===== config.mk =====
export PLATFORM = sky130hd
export DESIGN_NAME = keyed_table_linear_search_flat
export DESIGN_NICKNAME = d
export VERILOG_FILES = /design/src/sv/kts_pkg.sv /design/src/sv/kts_if.sv /design/src/sv/keyed_table_linear_search.sv /design/src/sv/kts_ram.sv /design/src/sv/kts_datapath.sv /design/src/sv/kts_ctrl.sv /design/src/flat_wrapper.sv
export VERILOG_INCLUDE_DIRS = /design/src /design/src/sv
export SDC_FILE = /design/constraint.sdc
export NUM_CORES = 1
export LEC_CHECK = 0
export BUFFER_PORTS_ARGS = -buffer_cell sky130_fd_sc_hd__buf_4
export CORE_MARGIN = 2
export CORE_UTILIZATION = 50
export DETAILED_ROUTE_END_ITERATION = 10
export HOLD_SLACK_MARGIN = 0.15
export PLACE_DENSITY_LB_ADDON = 0.25
export SYNTH_ARGS = -nofsm -noshare
export SYNTH_HDL_FRONTEND = slang
export SYNTH_SLANG_ARGS = --single-unit

===== constraint.sdc =====
create_clock -name clk -period 11.8 [get_ports clk]
set_input_delay 1.77 -clock clk [delete_from_list [all_inputs] [get_ports clk]]
set_output_delay 1.77 -clock clk [all_outputs]
set_load 0.01 [all_outputs]

===== src/sv/assert_macros.svh =====
// Assertion macros for the files that check their own logic.
`ifndef ASSERT_MACROS_SVH
`define ASSERT_MACROS_SVH

// Same-cycle implication, checked at every rising edge outside reset.
`define ASSERT_IMPLIES(lbl, clk_s, rstn_s, ante, cons) \
  lbl: assert property (@(posedge clk_s) disable iff (!rstn_s) (ante) |-> (cons)) \
    else $error("same-cycle implication failed");

// Next-cycle implication, checked at every rising edge outside reset.
`define ASSERT_NEXT(lbl, clk_s, rstn_s, ante, cons) \
  lbl: assert property (@(posedge clk_s) disable iff (!rstn_s) (ante) |=> (cons)) \
    else $error("next-cycle implication failed");

`endif


===== src/sv/kts_pkg.sv =====
// Package with the types, codes and constants of the keyed table.
package kts_pkg;

  localparam int DEPTH_DEF      = 16;
  localparam int KEY_BITS_DEF   = 64;
  localparam int VALUE_BITS_DEF = 32;

  localparam int CMD_W    = 2;
  localparam int KEY_W    = 64;
  localparam int VALUE_W  = 32;
  localparam int COUNT_W  = 5;
  localparam int STATUS_W = 2;

  typedef enum logic [CMD_W-1:0] {
    CMD_INSERT = 2'd0,
    CMD_DELETE = 2'd1,
    CMD_LOOKUP = 2'd2,
    CMD_MEMBER = 2'd3
  } kts_cmd_t;

  typedef enum logic [STATUS_W-1:0] {
    STS_DONE   = 2'd0,
    STS_ABSENT = 2'd1,
    STS_DUP    = 2'd2,
    STS_FULL   = 2'd3
  } kts_status_t;

  typedef enum logic [1:0] {
    S_IDLE,
    S_SEARCH,
    S_SHIFT,
    S_FINISH
  } kts_state_t;

  // Commands from the controller to the datapath.
  typedef struct packed {
    logic load;
    logic search;
    logic shift;
    logic finish;
  } kts_ctrl_t;

  // Status from the datapath to the controller.
  typedef struct packed {
    logic match;
    logic scan_done;
    logic is_delete;
    logic hit;
    logic out_free;
  } kts_dp_sts_t;

endpackage


===== src/sv/kts_if.sv =====
// Valid/ready channel interfaces for the request and result transactions.
interface kts_in_if;
  logic                          valid;
  logic                          ready;
  logic [kts_pkg::CMD_W-1:0]     command;
  logic [kts_pkg::KEY_W-1:0]     key;
  logic [kts_pkg::VALUE_W-1:0]   value_in;

  modport source (output valid, command, key, value_in, input ready);
  modport sink   (input valid, command, key, value_in, output ready);
endinterface

interface kts_out_if;
  logic                          valid;
  logic                          ready;
  logic                          found;
  logic [kts_pkg::VALUE_W-1:0]   value_out;
  logic [kts_pkg::COUNT_W-1:0]   entry_count;
  logic                          is_empty;
  logic                          is_full;
  logic [kts_pkg::STATUS_W-1:0]  status;

  modport source (output valid, found, value_out, entry_count, is_empty, is_full, status,
                  input ready);
  modport sink   (input valid, found, value_out, entry_count, is_empty, is_full, status,
                  output ready);
endinterface


===== src/sv/keyed_table_linear_search.sv =====
// Top level of the keyed table with linear search.
//
// The block keeps up to DEPTH key/value pairs in insertion order in one RAM and serves one
// transaction at a time: insert (appended only when the key is absent and the table has
// room), delete (the match is removed and later entries move down one place), lookup and
// membership query. The table is scanned from the oldest entry, one entry per cycle, and the
// first equal key is the match. The scan reads the stored entries in order until the key is
// found or every entry has been read; a delete that finds its key then shifts the later
// entries down, and a new result waits while the previous one is still unread in the output
// register. The time a transaction takes is set by the single read port of the table RAM,
// which both the scan and the shift use, and by its registered read data. Each transaction
// yields exactly one result, held in an output register; a new request is taken once the
// previous one has been handed to that register, so the block keeps working while a result
// waits for the consumer. Only the low KEY_BITS bits of a key and the low VALUE_BITS bits of
// a value are stored and compared. entry_count carries the low five bits of the occupancy;
// value_out is zero unless a lookup finds its key.
`include "assert_macros.svh"

module keyed_table_linear_search #(
  parameter int DEPTH      = kts_pkg::DEPTH_DEF,
  parameter int KEY_BITS   = kts_pkg::KEY_BITS_DEF,
  parameter int VALUE_BITS = kts_pkg::VALUE_BITS_DEF
) (
  input logic       clk,
  input logic       rst_n,
  kts_in_if.sink    in_chan,
  kts_out_if.source out_chan
);

  kts_pkg::kts_ctrl_t   ctrl;
  kts_pkg::kts_dp_sts_t sts;
  kts_pkg::kts_state_t  state;
  logic                 in_ready;

  assign in_chan.ready = in_ready;

  // Sequencer: idle, scan for the key, shift down after a delete, then post the result.
  kts_ctrl u_ctrl (
    .clk      (clk),
    .rst_n    (rst_n),
    .in_valid (in_chan.valid),
    .in_ready (in_ready),
    .sts      (sts),
    .ctrl     (ctrl),
    .state    (state)
  );

  // Table storage, scan pointer, occupancy and the result register.
  kts_datapath #(
    .DEPTH      (DEPTH),
    .KEY_BITS   (KEY_BITS),
    .VALUE_BITS (VALUE_BITS)
  ) u_dp (
    .clk             (clk),
    .rst_n           (rst_n),
    .in_command      (in_chan.command),
    .in_key          (in_chan.key),
    .in_value_in     (in_chan.value_in),
    .ctrl            (ctrl),
    .sts             (sts),
    .out_valid       (out_chan.valid),
    .out_ready       (out_chan.ready),
    .out_found       (out_chan.found),
    .out_value_out   (out_chan.value_out),
    .out_entry_count (out_chan.entry_count),
    .out_is_empty    (out_chan.is_empty),
    .out_is_full     (out_chan.is_full),
    .out_status      (out_chan.status)
  );

  // An accepted transaction always starts a scan on the next cycle.
  `ASSERT_NEXT(a_accept_starts_scan, clk, rst_n, in_chan.valid && in_ready, state == kts_pkg::S_SEARCH)

  // Posting a result always leaves a valid result at the output.
  `ASSERT_NEXT(a_finish_posts_result, clk, rst_n, ctrl.finish, out_chan.valid)

  // The shift only runs for a delete whose key was found.
  `ASSERT_IMPLIES(a_shift_needs_hit, clk, rst_n, state == kts_pkg::S_SHIFT, sts.hit && sts.is_delete)

endmodule


===== src/sv/kts_ram.sv =====
// Generic single-write, single-read RAM with registered read data.
module kts_ram #(
  parameter int WIDTH = 8,
  parameter int DEPTH = 16,
  localparam int AW   = (DEPTH > 1) ? $clog2(DEPTH) : 1
) (
  input  logic             clk,
  input  logic             we,
  input  logic [AW-1:0]    waddr,
  input  logic [WIDTH-1:0] wdata,
  input  logic             re,
  input  logic [AW-1:0]    raddr,
  output logic [WIDTH-1:0] rdata
);

  logic [WIDTH-1:0] mem_r [DEPTH];
  logic [WIDTH-1:0] rdata_r;

  always_ff @(posedge clk) begin
    if (we) begin
      mem_r[waddr] <= wdata;
    end
    if (re) begin
      rdata_r <= mem_r[raddr];
    end
  end

  assign rdata = rdata_r;

endmodule


===== src/sv/kts_datapath.sv =====
// Datapath of the keyed table: table RAM, scan pointer, occupancy and result register.
module kts_datapath #(
  parameter int DEPTH      = kts_pkg::DEPTH_DEF,
  parameter int KEY_BITS   = kts_pkg::KEY_BITS_DEF,
  parameter int VALUE_BITS = kts_pkg::VALUE_BITS_DEF
) (
  input  logic                            clk,
  input  logic                            rst_n,
  input  logic [kts_pkg::CMD_W-1:0]       in_command,
  input  logic [kts_pkg::KEY_W-1:0]       in_key,
  input  logic [kts_pkg::VALUE_W-1:0]     in_value_in,
  input  kts_pkg::kts_ctrl_t              ctrl,
  output kts_pkg::kts_dp_sts_t            sts,
  output logic                            out_valid,
  input  logic                            out_ready,
  output logic                            out_found,
  output logic [kts_pkg::VALUE_W-1:0]     out_value_out,
  output logic [kts_pkg::COUNT_W-1:0]     out_entry_count,
  output logic                            out_is_empty,
  output logic                            out_is_full,
  output logic [kts_pkg::STATUS_W-1:0]    out_status
);

  localparam int AW = (DEPTH > 1) ? $clog2(DEPTH) : 1;
  localparam int CW = $clog2(DEPTH + 1);
  localparam int WW = KEY_BITS + VALUE_BITS;

  kts_pkg::kts_cmd_t        cmd_r;
  logic [KEY_BITS-1:0]      key_r;
  logic [VALUE_BITS-1:0]    val_r;
  logic [VALUE_BITS-1:0]    vout_r;
  logic [CW-1:0]            count_r, count_nxt;
  logic [CW-1:0]            idx_r;
  logic [CW-1:0]            pend_idx_r;
  logic [CW-1:0]            shift_dst;
  logic                     pend_r;
  logic                     hit_r;
  logic                     out_valid_r;

  logic                     found_r;
  logic [kts_pkg::VALUE_W-1:0]  value_out_r, value_out_nxt;
  logic [kts_pkg::COUNT_W-1:0]  entry_count_r;
  logic                     is_empty_r, is_full_r;
  kts_pkg::kts_status_t     status_r, status_nxt;

  logic                     issue, match_now, ins_ok, del_ok;
  logic                     ram_we, ram_re;
  logic [AW-1:0]            ram_waddr, ram_raddr;
  logic [WW-1:0]            ram_wdata, ram_rdata;
  logic [KEY_BITS-1:0]      rd_key;
  logic [VALUE_BITS-1:0]    rd_val;
  logic [KEY_BITS+kts_pkg::KEY_W-1:0]       key_ext;
  logic [VALUE_BITS+kts_pkg::VALUE_W-1:0]   vin_ext, vout_ext;
  logic [CW+kts_pkg::COUNT_W-1:0]           count_ext;

  kts_ram #(.WIDTH(WW), .DEPTH(DEPTH)) u_ram (
    .clk   (clk),
    .we    (ram_we),
    .waddr (ram_waddr),
    .wdata (ram_wdata),
    .re    (ram_re),
    .raddr (ram_raddr),
    .rdata (ram_rdata)
  );

  assign rd_key    = ram_rdata[WW-1:VALUE_BITS];
  assign rd_val    = ram_rdata[VALUE_BITS-1:0];
  assign issue     = idx_r < count_r;
  assign match_now = pend_r && (rd_key == key_r);
  assign shift_dst = pend_idx_r - 1'b1;

  assign key_ext   = {{KEY_BITS{1'b0}}, in_key};
  assign vin_ext   = {{VALUE_BITS{1'b0}}, in_value_in};
  assign vout_ext  = {{kts_pkg::VALUE_W{1'b0}}, vout_r};

  assign ins_ok = (cmd_r == kts_pkg::CMD_INSERT) && !hit_r && (count_r < CW'(DEPTH));
  assign del_ok = (cmd_r == kts_pkg::CMD_DELETE) && hit_r;

  // RAM ports: scan reads in both search and shift; writes for the shift and the insert.
  always_comb begin
    ram_re    = (ctrl.search || ctrl.shift) && issue;
    ram_raddr = idx_r[AW-1:0];
    ram_we    = 1'b0;
    ram_waddr = shift_dst[AW-1:0];
    ram_wdata = ram_rdata;
    if (ctrl.shift && pend_r) begin
      ram_we = 1'b1;
    end else if (ctrl.finish && ins_ok) begin
      ram_we    = 1'b1;
      ram_waddr = count_r[AW-1:0];
      ram_wdata = {key_r, val_r};
    end
  end

  always_comb begin
    count_nxt = count_r;
    if (ins_ok) begin
      count_nxt = CW'(count_r + 1'b1);
    end else if (del_ok) begin
      count_nxt = CW'(count_r - 1'b1);
    end
    status_nxt = hit_r ? kts_pkg::STS_DONE : kts_pkg::STS_ABSENT;
    if (cmd_r == kts_pkg::CMD_INSERT) begin
      if (hit_r) begin
        status_nxt = kts_pkg::STS_DUP;
      end else if (!ins_ok) begin
        status_nxt = kts_pkg::STS_FULL;
      end else begin
        status_nxt = kts_pkg::STS_DONE;
      end
    end
    value_out_nxt = '0;
    if ((cmd_r == kts_pkg::CMD_LOOKUP) && hit_r) begin
      value_out_nxt = vout_ext[kts_pkg::VALUE_W-1:0];
    end
  end

  assign count_ext = {{kts_pkg::COUNT_W{1'b0}}, count_nxt};

  always_ff @(posedge clk) begin
    if (!rst_n) begin
      count_r     <= '0;
      idx_r       <= '0;
      pend_r      <= 1'b0;
      hit_r       <= 1'b0;
      out_valid_r <= 1'b0;
    end else begin
      if (ctrl.load) begin
        idx_r  <= '0;
        pend_r <= 1'b0;
        hit_r  <= 1'b0;
      end else if (ctrl.search && match_now) begin
        hit_r  <= 1'b1;
        idx_r  <= CW'(pend_idx_r + 1'b1);
        pend_r <= 1'b0;
      end else if (ctrl.search || ctrl.shift) begin
        pend_r <= issue;
        if (issue) begin
          idx_r <= CW'(idx_r + 1'b1);
        end
      end
      if (ctrl.finish) begin
        count_r     <= count_nxt;
        out_valid_r <= 1'b1;
      end else if (out_ready) begin
        out_valid_r <= 1'b0;
      end
    end
  end

  always_ff @(posedge clk) begin
    if (ctrl.load) begin
      cmd_r <= kts_pkg::kts_cmd_t'(in_command);
      key_r <= key_ext[KEY_BITS-1:0];
      val_r <= vin_ext[VALUE_BITS-1:0];
    end
    if (ctrl.search || ctrl.shift) begin
      pend_idx_r <= idx_r;
    end
    if (ctrl.search && match_now) begin
      vout_r <= rd_val;
    end
    if (ctrl.finish) begin
      found_r       <= hit_r;
      value_out_r   <= value_out_nxt;
      entry_count_r <= count_ext[kts_pkg::COUNT_W-1:0];
      is_empty_r    <= (count_nxt == '0);
      is_full_r     <= (count_nxt == CW'(DEPTH));
      status_r      <= status_nxt;
    end
  end

  assign sts.match     = match_now;
  assign sts.scan_done = !pend_r && !issue;
  assign sts.is_delete = (cmd_r == kts_pkg::CMD_DELETE);
  assign sts.hit       = hit_r;
  assign sts.out_free  = !out_valid_r || out_ready;

  assign out_valid       = out_valid_r;
  assign out_found       = found_r;
  assign out_value_out   = value_out_r;
  assign out_entry_count = entry_count_r;
  assign out_is_empty    = is_empty_r;
  assign out_is_full     = is_full_r;
  assign out_status      = status_r;

endmodule


===== src/sv/kts_ctrl.sv =====
// Controller state machine that sequences search, shift and result of each transaction.
module kts_ctrl (
  input  logic                  clk,
  input  logic                  rst_n,
  input  logic                  in_valid,
  output logic                  in_ready,
  input  kts_pkg::kts_dp_sts_t  sts,
  output kts_pkg::kts_ctrl_t    ctrl,
  output kts_pkg::kts_state_t   state
);

  kts_pkg::kts_state_t state_r, state_nxt;

  always_ff @(posedge clk) begin
    if (!rst_n) begin
      state_r <= kts_pkg::S_IDLE;
    end else begin
      state_r <= state_nxt;
    end
  end

  always_comb begin
    state_nxt = state_r;
    ctrl      = '0;
    in_ready  = 1'b0;
    case (state_r)
      kts_pkg::S_IDLE: begin
        in_ready = 1'b1;
        if (in_valid) begin
          ctrl.load = 1'b1;
          state_nxt = kts_pkg::S_SEARCH;
        end
      end
      kts_pkg::S_SEARCH: begin
        ctrl.search = 1'b1;
        if (sts.match) begin
          state_nxt = sts.is_delete ? kts_pkg::S_SHIFT : kts_pkg::S_FINISH;
        end else if (sts.scan_done) begin
          state_nxt = kts_pkg::S_FINISH;
        end
      end
      kts_pkg::S_SHIFT: begin
        ctrl.shift = 1'b1;
        if (sts.scan_done) begin
          state_nxt = kts_pkg::S_FINISH;
        end
      end
      kts_pkg::S_FINISH: begin
        if (sts.out_free) begin
          ctrl.finish = 1'b1;
          state_nxt   = kts_pkg::S_IDLE;
        end
      end
      default: begin
        state_nxt = kts_pkg::S_IDLE;
      end
    endcase
  end

  assign state = state_r;

endmodule

===== src/flat_wrapper.sv =====
// flat-port wrapper written by rule: the top's interface ports become plain ports
module keyed_table_linear_search_flat 
#(
  parameter int DEPTH      = kts_pkg::DEPTH_DEF,
  parameter int KEY_BITS   = kts_pkg::KEY_BITS_DEF,
  parameter int VALUE_BITS = kts_pkg::VALUE_BITS_DEF
)
  (clk, rst_n, in_chan_valid, in_chan_command, in_chan_key, in_chan_value_in, in_chan_ready, out_chan_valid, out_chan_found, out_chan_value_out, out_chan_entry_count, out_chan_is_empty, out_chan_is_full, out_chan_status, out_chan_ready);
  kts_in_if in_chan_i ();
  kts_out_if out_chan_i ();
  input logic clk;
  input logic rst_n;
  input wire logic [$bits(in_chan_i.valid)-1:0] in_chan_valid;
  input wire logic [$bits(in_chan_i.command)-1:0] in_chan_command;
  input wire logic [$bits(in_chan_i.key)-1:0] in_chan_key;
  input wire logic [$bits(in_chan_i.value_in)-1:0] in_chan_value_in;
  output wire logic [$bits(in_chan_i.ready)-1:0] in_chan_ready;
  output wire logic [$bits(out_chan_i.valid)-1:0] out_chan_valid;
  output wire logic [$bits(out_chan_i.found)-1:0] out_chan_found;
  output wire logic [$bits(out_chan_i.value_out)-1:0] out_chan_value_out;
  output wire logic [$bits(out_chan_i.entry_count)-1:0] out_chan_entry_count;
  output wire logic [$bits(out_chan_i.is_empty)-1:0] out_chan_is_empty;
  output wire logic [$bits(out_chan_i.is_full)-1:0] out_chan_is_full;
  output wire logic [$bits(out_chan_i.status)-1:0] out_chan_status;
  input wire logic [$bits(out_chan_i.ready)-1:0] out_chan_ready;
  assign in_chan_i.valid = in_chan_valid;
  assign in_chan_i.command = in_chan_command;
  assign in_chan_i.key = in_chan_key;
  assign in_chan_i.value_in = in_chan_value_in;
  assign in_chan_ready = in_chan_i.ready;
  assign out_chan_valid = out_chan_i.valid;
  assign out_chan_found = out_chan_i.found;
  assign out_chan_value_out = out_chan_i.value_out;
  assign out_chan_entry_count = out_chan_i.entry_count;
  assign out_chan_is_empty = out_chan_i.is_empty;
  assign out_chan_is_full = out_chan_i.is_full;
  assign out_chan_status = out_chan_i.status;
  assign out_chan_i.ready = out_chan_ready;
  keyed_table_linear_search #(.DEPTH(DEPTH), .KEY_BITS(KEY_BITS), .VALUE_BITS(VALUE_BITS)) u_core (.clk(clk), .rst_n(rst_n), .in_chan(in_chan_i), .out_chan(out_chan_i));
endmodule

==> flow_summary.json <==
{
  "path_buf_inv": 3,
  "cellPowerDensity_mw_per_mm2": 171.3,
  "clock-sinks": 1824,
  "status": "finished clean",
  "io_buffers": 145,
  "postRouteAntennaNets": 0,
  "max_clock_freq_ghz": 0.1784,
  "synth_most_common_cell": "edfxtp_1",
  "synth_cell_types": 57,
  "crit_path_frequent_cell": "buf_4",
  "final_nets": 3252,
  "regArea_mm2": 0.05464,
  "rsz0062_at_grt": "no",
  "postCtsSetupBuffers": 0,
  "viasPerCell": 6.183,
  "worst_path_max_delay_cell": "nor2_4",
  "arrival_ps": 6040,
  "crit_start": "out_chan_ready",
  "syn_avg_cell_area_um2": 24.09,
  "synth_seq_cells": 1824,
  "fin_ws_ps": 6195,
  "core_region_area_mm2": 0.1375,
  "die_area_mm2": 0.1417,
  "power_mw": 13.45,
  "timing.hold.ws_ps": 445.1,
  "crit_chain": "buf_4, nor2b_1, nand4b_1, buf_4, nor2_1, a21oi_1, nand2_1, nor2_4, buf_12",
  "clk_path_buf_depth": 3,
  "dp_hpwl_um": 84110,
  "die_h_um": 376.4,
  "routed_wl_um": 157300,
  "htree_levels": 4,
  "cp.depth": 9,
  "insertedDiodeCount": 0,
  "drc": 0,
  "drv_cap": 0,
  "multi_input_area_mm2": 0.01422,
  "cts_root_buf": "clkbuf_16",
  "critPathMaxStageDelay_ps": 1070,
  "yosys.area.top_type": "edfxtp_1",
  "dp_slack_ps": 5476,
  "synth-edff-count": 1809,
  "track_usage_pct": 22.50,
  "worstHoldPathCells": 0,
  "cp_top_family": "simple AND/OR/NAND/NOR gates",
  "drt_iter0_markers": 3610,
  "grt_pass1_vias": 32650,
  "synth.area.top_cells": "edfxtp_1 78%, mux4_2 16%, mux2_2 1.5%",
  "min_from": "u_core.u_dp.u_ram.rdata[19]",
  "yosysWarnings": 0,
  "std_cell_rows": 136,
  "syn-instance-count": 2878,
  "die_w_um": 376.4,
  "syn_to_final_growth_pct": 13.28,
  "cts_hold_buf": 0,
  "place_area_mm2": 0.07282,
  "tritoncts": "yes",
  "fin_area_mm2": 0.07856,
  "grt_start_max_net_pins": 185,
  "reg2reg_depth": 8,
  "setup_violations": 0,
  "drt-wirelength-per-cell_um": 30.95,
  "fin_skew_ps": 30.69,
  "first_pass_iters": 5,
  "grt_first_pass_wirelength_um": 229300,
  "clkLatencyLatePin_ps": 820,
  "globalRouteOverflowTotal": 0,
  "synth_top_flop_cell": "edfxtp_1",
  "synth_top_area_share_pct": 78.34,
  "fillerInstances": 9733,
  "fin_crit_ps": 5605,
  "hp-class": "reg2reg",
  "cp-end-kind": "register",
  "synth_nets": 2993,
  "tightest_slew_ps": 1340,
  "synth_seq_area_share_pct": 78.77,
  "crit_type": "in2reg",
  "fin_cells": 5082,
  "initial_utilization_pct": 50.44,
  "ioPinCount": 146,
  "drive_gt1_share_pct": 31.87,
  "maxSlewHeadroom_pct": 10.65,
  "async_reset_ff_share_pct": 0,
  "fin_util_pct": 57.13,
  "maxSlewViolCount": 0,
  "cp.required_ps": 12230,
  "place_congestion": 0.8214,
  "setup-tns-final_ps": 0,
  "clk_pin_slew_ps": 60,
  "cts_made_buffers": 181,
  "placedCellCount": 4748,
  "period_share_pct": 47.50,
  "peakVddDrop_uv": 157.4,
  "crit_path_start_kind": "input pin",
  "p_leak_nw": 23.75,
  "synth_area_mm2": 0.06935,
  "crit_fanout": 66,
  "antenna_found_initial": 2,
  "vias": 31420,
  "r2r_start": "u_core.u_dp.out_valid",
  "cts_resized": 0,
  "yosys-top-cells-count": "1809 x edfxtp_1, 480 x mux4_2, 92 x mux2_2, 64 x clkbuf_1, 57 x xnor2_1",
  "finalHoldViolCount": 0
}
## layer usage
metal | vias up | GRT usage, % | part of all wire (%) | wire length (um)
li1 | 12820 | - | - | -
met2 | 1324 | 36.54 | 50 | 78270
met3 | 224 | 3.856 | 6.7 | 10520
met4 | 4 | 6.385 | 2.2 | 3482
met5 | - | 0 | 0.016 | 25
met1 | 17060 | 31.81 | 41 | 65000
## layout make-up
| class | instances | area share, % |
|---|---|---|
| inverter | 26 | 0.1242 |
| multi-input combinational | 900 | 18.10 |
| tap | 1794 | 2.857 |
| clock inverter | 100 | 1.177 |
| timing repair buffer | 204 | 2.061 |
| sequential | 1824 | 69.55 |
| clock buffer | 234 | 6.126 |
## logic make-up (layout without fill, tap and decap cells)
family	Yosys count	in the layout	share of synthesized area, %
buffers and inverters	154	564	0.9256
adders and majority gates	13	13	0.2346
AOI/OAI and AO/OA	63	63	0.6171
muxes	574	574	17.11
xor gates and xnor gates	60	60	0.7578
DFF	1824	1824	78.77
and+or+nand+nor	190	190	1.584
## sequential cells by signal, indices dropped and copies added (netlist names), 32 cells and up
name / flops
u_core.u_dp.out_value_out: 32
u_core.u_dp.vout_r: 32
u_core.u_dp.u_ram.mem_r: 1536
u_core.u_dp.key_r: 64
u_core.u_dp.u_ram.rdata: 96
u_core.u_dp.val_r: 32
## worst paths after layout
check | end | slack (ps)
setup / recovery | u_core.u_dp.u_ram.mem_r[12][10] | 6200
hold / removal | u_core.u_dp.vout_r[19] | 450
setup reg to reg | u_core.u_dp.u_ram.mem_r[12][10] | 6960
hold reg to reg | u_core.u_dp.vout_r[19] | 450
## cell usage in the layout, fill, tap and decap left out, types with 13 or more instances in the layout
cell type and instances:
edfxtp_1 1809, mux4_2 480, buf_4 197, clkbuf_16 184, mux2_2 92, xnor2_1 57
clkbuf_1 48, clkinv_1 45, and2_1 32, inv_1 25, clkinv_2 23, nand2_1 22
nor2_1 21, nand2b_1 20, nand4_1 17, nor2b_1 15, o21ai_0 13, ha_1 13
## worst register-to-register path, cell delays in order, from the launching register on
cell	delay, ps
dfxtp_1	330
nor2b_1	480
nand4b_1	210
buf_4	490
nor2_1	170
a21oi_1	610
nand2_1	430
nor2_4	1080
buf_12	570
## where the power goes
part,leakage [nW],switching [mW],total [mW],internal [mW]
combinational,4.59,0.367,0.534,0.167
clock,2.78,2.41,5.56,3.16
sequential,16.4,0.109,7.36,7.25
total,23.8,2.88,13.5,10.6
No activity file was read; power rests on OpenSTA's default activity.
